**config.mk**
```make
export PLATFORM = sky130hd
export DESIGN_NAME = wav_header_parser_core
export DESIGN_NICKNAME = d
export VERILOG_FILES = /design/src/hdl/wav_hdr_pkg.sv /design/src/hdl/wav_header_parser_core.sv
export SDC_FILE = /design/constraint.sdc
export NUM_CORES = 1
export LEC_CHECK = 0
export ABC_AREA = 1
export BUFFER_PORTS_ARGS = -buffer_cell sky130_fd_sc_hd__buf_2
export CAP_MARGIN = 20
export CELL_PAD_IN_SITES_DETAIL_PLACEMENT = 1
export CELL_PAD_IN_SITES_GLOBAL_PLACEMENT = 1
export CORE_AREA = 2 2 184 366
export DETAILED_ROUTE_END_ITERATION = 10
export DIE_AREA = 0 0 186 368
export GPL_ROUTABILITY_DRIVEN = 0
export PLACE_DENSITY_LB_ADDON = 0.12
export RECOVER_POWER = 50
export SLEW_MARGIN = 20
export SYNTH_ARGS = -nofsm -noshare
export SYNTH_HDL_FRONTEND = slang
export SYNTH_SLANG_ARGS = --single-unit
export TNS_END_PERCENT = 1
```
**constraint.sdc**
```tcl
create_clock -name clk -period 8.7 [get_ports clk]
set_clock_uncertainty 0.2 [all_clocks]
set_input_delay 1.74 -clock clk [delete_from_list [all_inputs] [get_ports clk]]
set_output_delay 1.74 -clock clk [all_outputs]
set_load 0.02 [all_outputs]
```
**src/hdl/wav_hdr_pkg.sv**
```systemverilog
// ----------------------------------------------------------------------------
// wav header parser package
// tags, parse phases, beat kinds, error codes and output field layout
// ----------------------------------------------------------------------------
package wav_hdr_pkg;

	// little-endian tag words as assembled from the byte stream
	localparam logic [31:0] TAG_RIFF = 32'h4646_4952;
	localparam logic [31:0] TAG_WAVE = 32'h4556_4157;
	localparam logic [31:0] TAG_FMT  = 32'h2074_6d66;
	localparam logic [31:0] TAG_DATA = 32'h6174_6164;

	// parse phases
	localparam logic [3:0] PH_WAIT       = 4'd0;
	localparam logic [3:0] PH_RIFF_TAG   = 4'd1;
	localparam logic [3:0] PH_RIFF_SIZE  = 4'd2;
	localparam logic [3:0] PH_WAVE_TAG   = 4'd3;
	localparam logic [3:0] PH_FMT_TAG    = 4'd4;
	localparam logic [3:0] PH_FMT_SIZE   = 4'd5;
	localparam logic [3:0] PH_FMT_BODY   = 4'd6;
	localparam logic [3:0] PH_FMT_EXTRA  = 4'd7;
	localparam logic [3:0] PH_CHUNK_TAG  = 4'd8;
	localparam logic [3:0] PH_CHUNK_SIZE = 4'd9;
	localparam logic [3:0] PH_CHUNK_SKIP = 4'd10;
	localparam logic [3:0] PH_DATA_SIZE  = 4'd11;
	localparam logic [3:0] PH_PCM        = 4'd12;

	// result beat kinds
	localparam logic [2:0] KIND_HEADER   = 3'd0;
	localparam logic [2:0] KIND_PCM      = 3'd1;
	localparam logic [2:0] KIND_PCM_LAST = 3'd2;
	localparam logic [2:0] KIND_IGNORED  = 3'd3;
	localparam logic [2:0] KIND_ERROR    = 3'd4;

	// error codes
	localparam logic [2:0] ERR_NONE       = 3'd0;
	localparam logic [2:0] ERR_NOT_RIFF   = 3'd1;
	localparam logic [2:0] ERR_NOT_WAVE   = 3'd2;
	localparam logic [2:0] ERR_NO_FMT     = 3'd3;
	localparam logic [2:0] ERR_FMT_SIZE   = 3'd4;
	localparam logic [2:0] ERR_CHUNK_SIZE = 3'd5;
	localparam logic [2:0] ERR_ZERO_DATA  = 3'd6;
	localparam logic [2:0] ERR_TRUNCATED  = 3'd7;

	// result tdata width (156 field bits padded to whole bytes)
	localparam int unsigned RES_W = 160;

	// bit positions of the data size field inside result tdata
	localparam int unsigned DSIZE_LO = 123;
	localparam int unsigned DSIZE_HI = 153;

	typedef struct packed {
		logic [2:0]       kind;
		logic [RES_W-1:0] data;
	} result_t;

endpackage

```
**src/hdl/wav_header_parser_core.sv**
```systemverilog
// a result beat is registered from its byte beat, via the skid entry when the result register is stalled
// throughput: one byte beat per cycle while the skid entry is empty; per-byte work is a phase update and a tag compare
// output side has a result register plus one skid entry, so s_tready depends only on
// whether the skid entry is full and never on m_tready in the same cycle
// reset: arst_n clears the parser to waiting for file start and empties both entries
// ----------------------------------------------------------------------------
// wav header parser core
// byte-serial riff/wave header parser that captures fmt fields and passes pcm through
// ----------------------------------------------------------------------------
module wav_header_parser_core (
	input  logic                          clk,
	input  logic                          arst_n,
	// byte beats in
	input  logic                          s_tvalid,
	output logic                          s_tready,
	input  logic [7:0]                    s_tdata,   // file_byte[7:0]
	input  logic [0:0]                    s_tuser,   // file_start[0]
	input  logic                          s_tlast,   // file_end
	// result beats out
	output logic                          m_tvalid,
	input  logic                          m_tready,
	// error_kind[2:0], pcm_byte[10:3], format_tag[26:11], channel_count[42:27],
	// rate_hz[74:43], bytes_per_sec[106:75], sample_bits[122:107],
	// data_size[153:123], sample_layout[155:154], zero pad[159:156]
	output logic [wav_hdr_pkg::RES_W-1:0] m_tdata,
	output logic [2:0]                    m_tuser    // item_kind[2:0]
);
	import wav_hdr_pkg::*;

	// parser state
	logic [3:0]  phase_q;
	logic [4:0]  pos_q;
	logic [31:0] word_q;
	logic [31:0] left_q;
	logic [15:0] fmt_tag_q;
	logic [15:0] chans_q;
	logic [31:0] rate_q;
	logic [31:0] brate_q;
	logic [15:0] bits_q;
	logic [30:0] dsize_q;
	logic [2:0]  err_q;

	// next state
	logic [3:0]  phase_d;
	logic [4:0]  pos_d;
	logic [31:0] word_d;
	logic [31:0] left_d;
	logic [15:0] fmt_tag_d;
	logic [15:0] chans_d;
	logic [31:0] rate_d;
	logic [31:0] brate_d;
	logic [15:0] bits_d;
	logic [30:0] dsize_d;
	logic [2:0]  err_d;

	logic [2:0]  kind_d;
	logic [2:0]  new_err;
	logic [7:0]  pcm_d;
	logic [1:0]  layout_d;

	// byte shifted into the assembly word, and the bumped byte count
	logic [31:0] word_base;
	logic [31:0] w_next;
	logic [4:0]  pos_base;
	logic [4:0]  pos_inc;

	logic        file_start;
	logic        file_end;
	logic        accept;
	logic        take;

	result_t     res_d;
	result_t     out_q;
	result_t     skid_q;
	logic        out_valid_q;
	logic        skid_valid_q;

	assign file_start = s_tuser[0];
	assign file_end   = s_tlast;
	assign accept     = s_tvalid && s_tready;
	assign take       = m_tvalid && m_tready;

	// a file start clears the assembly word and count before this byte lands
	assign word_base = file_start ? '0 : word_q;
	assign pos_base  = file_start ? '0 : pos_q;
	assign w_next    = {s_tdata, word_base[31:8]};
	assign pos_inc   = pos_base + 5'd1;

	always_comb begin
		phase_d   = phase_q;
		pos_d     = pos_q;
		word_d    = word_q;
		left_d    = left_q;
		fmt_tag_d = fmt_tag_q;
		chans_d   = chans_q;
		rate_d    = rate_q;
		brate_d   = brate_q;
		bits_d    = bits_q;
		dsize_d   = dsize_q;
		err_d     = err_q;
		kind_d    = KIND_IGNORED;
		new_err   = ERR_NONE;
		pcm_d     = '0;

		if (file_start) begin
			phase_d   = PH_RIFF_TAG;
			pos_d     = '0;
			word_d    = '0;
			left_d    = '0;
			fmt_tag_d = '0;
			chans_d   = '0;
			rate_d    = '0;
			brate_d   = '0;
			bits_d    = '0;
			dsize_d   = '0;
			err_d     = ERR_NONE;
		end

		case (phase_d)
			PH_WAIT: begin
				kind_d = KIND_IGNORED;
			end
			PH_FMT_BODY: begin
				// fixed 16-byte fmt body, fields picked off as they complete
				kind_d = KIND_HEADER;
				word_d = w_next;
				pos_d  = pos_inc;
				if (pos_inc == 5'd2) begin
					fmt_tag_d = w_next[31:16];
				end else if (pos_inc == 5'd4) begin
					chans_d = w_next[31:16];
				end else if (pos_inc == 5'd8) begin
					rate_d = w_next;
				end else if (pos_inc == 5'd12) begin
					brate_d = w_next;
				end else if (pos_inc == 5'd16) begin
					bits_d  = w_next[31:16];
					pos_d   = '0;
					phase_d = (left_d != '0) ? PH_FMT_EXTRA : PH_CHUNK_TAG;
				end
			end
			PH_FMT_EXTRA, PH_CHUNK_SKIP: begin
				kind_d = KIND_HEADER;
				left_d = left_d - 32'd1;
				if (left_d == '0) begin
					phase_d = PH_CHUNK_TAG;
				end
			end
			PH_PCM: begin
				kind_d = KIND_PCM;
				pcm_d  = s_tdata;
				left_d = left_d - 32'd1;
				if (left_d == '0) begin
					kind_d  = KIND_PCM_LAST;
					phase_d = PH_WAIT;
				end
			end
			default: begin
				// tag and size words, judged on their fourth byte
				kind_d = KIND_HEADER;
				word_d = w_next;
				pos_d  = pos_inc;
				if (pos_inc >= 5'd4) begin
					pos_d = '0;
					case (phase_d)
						PH_RIFF_TAG: begin
							if (w_next != TAG_RIFF) new_err = ERR_NOT_RIFF;
							else phase_d = PH_RIFF_SIZE;
						end
						PH_RIFF_SIZE: begin
							phase_d = PH_WAVE_TAG;
						end
						PH_WAVE_TAG: begin
							if (w_next != TAG_WAVE) new_err = ERR_NOT_WAVE;
							else phase_d = PH_FMT_TAG;
						end
						PH_FMT_TAG: begin
							if (w_next != TAG_FMT) new_err = ERR_NO_FMT;
							else phase_d = PH_FMT_SIZE;
						end
						PH_FMT_SIZE: begin
							if (w_next[31] || (w_next < 32'd16)) begin
								new_err = ERR_FMT_SIZE;
							end else begin
								// extra bytes past the body, plus pad on odd sizes
								left_d  = (w_next - 32'd16) + {31'd0, w_next[0]};
								phase_d = PH_FMT_BODY;
							end
						end
						PH_CHUNK_TAG: begin
							phase_d = (w_next == TAG_DATA) ? PH_DATA_SIZE : PH_CHUNK_SIZE;
						end
						PH_CHUNK_SIZE: begin
							if (w_next[31]) begin
								new_err = ERR_CHUNK_SIZE;
							end else begin
								left_d  = w_next + {31'd0, w_next[0]};
								phase_d = (left_d != '0) ? PH_CHUNK_SKIP : PH_CHUNK_TAG;
							end
						end
						PH_DATA_SIZE: begin
							if (w_next[31]) begin
								new_err = ERR_CHUNK_SIZE;
							end else if (w_next == '0) begin
								new_err = ERR_ZERO_DATA;
							end else begin
								dsize_d = w_next[30:0];
								left_d  = w_next;
								phase_d = PH_PCM;
							end
						end
						default: begin
							new_err = ERR_NONE;
						end
					endcase
				end
			end
		endcase

		// end of file mid-parse is truncation unless this byte already failed
		if ((new_err == ERR_NONE) && file_end && (phase_d != PH_WAIT)) begin
			new_err = ERR_TRUNCATED;
		end
		if (new_err != ERR_NONE) begin
			err_d   = new_err;
			kind_d  = KIND_ERROR;
			pcm_d   = '0;
			phase_d = PH_WAIT;
		end
		if (file_end) begin
			phase_d = PH_WAIT;
		end
	end

	// stereo when not exactly one channel, 16-bit layout when not exactly 8 bits
	assign layout_d = {(chans_d != 16'd1), (bits_d != 16'd8)};

	always_comb begin
		res_d.kind = kind_d;
		res_d.data = {4'd0, layout_d, dsize_d, bits_d, brate_d, rate_d, chans_d,
			fmt_tag_d, pcm_d, err_d};
	end

	// parser state moves only on an accepted byte beat
	always_ff @(posedge clk or negedge arst_n) begin
		if (!arst_n) begin
			phase_q   <= PH_WAIT;
			pos_q     <= '0;
			word_q    <= '0;
			left_q    <= '0;
			fmt_tag_q <= '0;
			chans_q   <= '0;
			rate_q    <= '0;
			brate_q   <= '0;
			bits_q    <= '0;
			dsize_q   <= '0;
			err_q     <= ERR_NONE;
		end else if (accept) begin
			phase_q   <= phase_d;
			pos_q     <= pos_d;
			word_q    <= word_d;
			left_q    <= left_d;
			fmt_tag_q <= fmt_tag_d;
			chans_q   <= chans_d;
			rate_q    <= rate_d;
			brate_q   <= brate_d;
			bits_q    <= bits_d;
			dsize_q   <= dsize_d;
			err_q     <= err_d;
		end
	end

	// result register with one skid entry behind it
	assign s_tready = !skid_valid_q;

	always_ff @(posedge clk or negedge arst_n) begin
		if (!arst_n) begin
			out_valid_q  <= 1'b0;
			skid_valid_q <= 1'b0;
		end else if (!out_valid_q || take) begin
			if (skid_valid_q) begin
				out_valid_q  <= 1'b1;
				skid_valid_q <= 1'b0;
			end else begin
				out_valid_q <= accept;
			end
		end else if (accept) begin
			skid_valid_q <= 1'b1;
		end
	end

	always_ff @(posedge clk) begin
		if (!out_valid_q || take) begin
			if (skid_valid_q) begin
				out_q <= skid_q;
			end else if (accept) begin
				out_q <= res_d;
			end
		end else if (accept) begin
			skid_q <= res_d;
		end
	end

	assign m_tvalid = out_valid_q;
	assign m_tdata  = out_q.data;
	assign m_tuser  = out_q.kind;

endmodule

```
==> results.yml <==
hold_path:
  hold_class: "flip-flop to flip-flop"
clock_tree:
  htreeDepth: 2
  cts_resized: 0
  postCtsSetupRepairBufs: 0
  cts-root-buf: "clkbuf_16"
  cts_tree: "yes"
  clk_path_buf_depth: 3
  postCtsHoldBufs: 0
  cts.reportedPaths.clkPinSlew_ns: 0.07
  clk_latency_ns: 0.64
  clock_sinks: 531
  cts_buffers: 49
power_and_ir_drop:
  p_leak_nw: 12.8
  ir_worst_vdd_mv: 0.174
  p_per_area_nw_per_um2: 222
  finalPower_mw: 6.72
sta:
  clock.fmax_mhz: 148
  drv_slew: 447
  hold_viol: 0
  fin_hold_ws_ns: 0.280
  slew_headroom_pct: -188
  min_period_ns: 6.75
  min_period_over_period_pct: 77.6
  setup-violations-final: 0
  rsz0062_at_grt: "no"
  tightest_slew_ns: 4.32
global_routing:
  overflow: 0
  grt_pass1_vias: 25700
  grt_max_degree: 168
  grt_pass1_wl_um: 162000
  grt_usage_pct: 32.2
  antenna_found_initial: 6
worst_setup_path:
  path_class: "flip-flop to flip-flop"
  worst_ep_required_time_ns: 8.63
  crit_start: "skid_valid_q$_DFFE_PN0P_"
  ff2ff_setup_slack_ns: 1.95
  crit_path_end: "m_tdata[128]$_DFFE_PP_"
  crit_fanout: 159
  critPathLaunchType: "flip-flop"
  rr_startpoint: "skid_valid_q$_DFFE_PN0P_"
  cp.arrival_ns: 6.69
  r2r_cells: 3
  reg2reg_to: "m_tdata[128]$_DFFE_PP_"
  end_kind: "flip-flop"
floorplan:
  design.die.area_um2: 68400
  start_util_pct: 41.4
  row_count: 133
  io_pins: 179
  dieWidth_um: 186
  core-area_um2: 65700
  die-height_um: 368
place:
  portBuffers: 174
  hpwl_um: 76000
  dp_cells: 4218
synthesis:
  synthArstFlopShare_pct: 40.1
  synth.cell_area_um2: 27200
  yosysWarnings: 0
  ys_types: 53
  synthTopCellsByArea: "edfxtp_1 (35%), dfrtp_1 (20%), nand2_1 (15%)"
  synth_top_area_share_pct: 35.1
  ys_seq_elements: 531
  synthFlopType: "edfxtp_1"
  synth_area_leader_cell: "edfxtp_1"
  ys_top_cells_by_count: "nand2_1 (1095), edfxtp_1 (318), o21ai_0 (313)"
  synth-edff-count: 318
  ys_seq_area_share_pct: 54.7
  synth_cells: 3300
  yosysMostFrequentCell: "nand2_1"
  avgSynthCellArea_um2: 8.25
route:
  avgViaCountPerCell: 5.70
  first_iter_violations: 1679
  wl_um: 109000
  wl_per_cell_um: 25.4
  drc_errors: 0
  routed-via-count: 24600
  ant_nets: 0
  first_pass_iters: 5
status:
  status: "complete, but fails checks"
  violations: "max-capacitance violations, max-slew violations"
run:
  drv_cap: 4
cells_and_area:
  nNetsFinal: 3416
  fin_cells: 4314
  syn_to_final_growth_pct: 11.1
  drive_gt1_share_pct: 6.76
## cells in the final DEF, fill, tap and decap left out, drive strengths merged, types with 4 or more instances in the layout
cell / synthesis / layout
nand3: 204 / 204
xnor2: 4 / 4
nor3: 35 / 35
nand3b: 4 / 4
bufinv: 0 / 5
ha: 9 / 9
nand2: 1114 / 1114
o21ai: 425 / 425
clkbuf: 112 / 220
nor4: 7 / 7
inv: 241 / 245
a211oi: 4 / 4
o211ai: 14 / 14
clkinv: 6 / 25
buf: 67 / 59
conb: 1 / 4
o31ai: 10 / 10
edfxtp: 318 / 318
nor2: 290 / 290
nand4: 41 / 41
o22ai: 16 / 16
dfrtp: 213 / 213
o221ai: 5 / 5
a21oi: 109 / 109
xor2: 22 / 22
a31oi: 14 / 14
## stage by stage
stage	setup slack, ns	utilization [%]	setup TNS [ns]	instance area (um2)
CTS	2.62	46.3	0	30500
floorplan	-0.637	-	-101.31	27200
global placement	2.10	43.8	0	28800
finish	1.95	46.0	0	30200
detailed placement	2.00	43.8	0	28800
global route	1.35	46.0	0	30200
## how the worst min path moves through the flow
stage,startpoint,to,slack [ns],cells past startpoint
after global routing,brate_q[28]$_DFFE_PN0P_,brate_q[28]$_DFFE_PN0P_,0.31,2
final,brate_q[1]$_DFFE_PN0P_,brate_q[1]$_DFFE_PN0P_,0.28,2
after global placement,chans_q[14]$_DFFE_PN0P_,chans_q[14]$_DFFE_PN0P_,0.26,2
after CTS,brate_q[1]$_DFFE_PN0P_,brate_q[1]$_DFFE_PN0P_,0.28,2
after floorplan,err_q[2]$_DFFE_PN0P_,err_q[2]$_DFFE_PN0P_,0.25,2
after detailed placement,brate_q[1]$_DFFE_PN0P_,brate_q[1]$_DFFE_PN0P_,0.27,2
## cell families (layout without fill, tap and decap cells)
family / count (synthesis) / in the layout / share of synthesized area [%]
buffers and inverters: 426 / 557 / 6.35
XOR/XNOR: 26 / 26 / 0.864
other: 1 / 7 / 0.0138
flip-flops: 531 / 531 / 54.7
adder cells (fa/ha/maj): 9 / 9 / 0.414
AO/OA/AOI/OAI: 607 / 607 / 11.9
AND/OR/NAND/NOR: 1700 / 1700 / 25.8
## per-layer routing
metal | GRT usage (%) | part of all wire, % | wire length, um
met5 | 0 | 0.021 | 23
met4 | 23.7 | 9.2 | 10000
met3 | 6.68 | 6.3 | 6840
met2 | 55.2 | 49 | 53700
met1 | 34.6 | 35 | 38800
## power breakdown
| part | leakage [nW] | total (mW) | internal [mW] | switching, mW |
|---|---|---|---|---|
| Sequential | 5.96 | 3.01 | 2.87 | 0.147 |
| Combinational | 6.00 | 1.43 | 0.301 | 1.13 |
| Clock | 0.792 | 2.27 | 1.23 | 1.04 |
| Total | 12.8 | 6.72 | 4.39 | 2.32 |
## state kept, by name, indices dropped and copies added, names as in the netlist, 3 cells and up
name / cells
bits_q: 16
left_q: 32
rate_q: 32
fmt_tag_q: 16
pos_q: 5
skid_q: 159
phase_q: 4
chans_q: 16
brate_q: 32
m_tdata: 156
m_tuser: 3
dsize_q: 31
word_q: 24
err_q: 3
## area by class of cell
| class | instances | area, um2 |
|---|---|---|
| repair buffers | 218 | 1040 |
| fillers | 8020 | 35500 |
| diodes | 3 | 7.51 |
| inverters | 247 | 933 |
| clock inverters | 31 | 329 |
| well taps | 877 | 1100 |
| multi-input cells | 2346 | 10700 |
| flip-flops and latches | 531 | 14900 |
| clock buffers | 61 | 1300 |
## worst max-delay path, stage by stage, from the launching register on
cell and delay, ns:
dfrtp_1 2.23, nor2_1 0.41, nor2_4 0.22, clkbuf_2 3.00
Power figures use the tool's default switching activity.
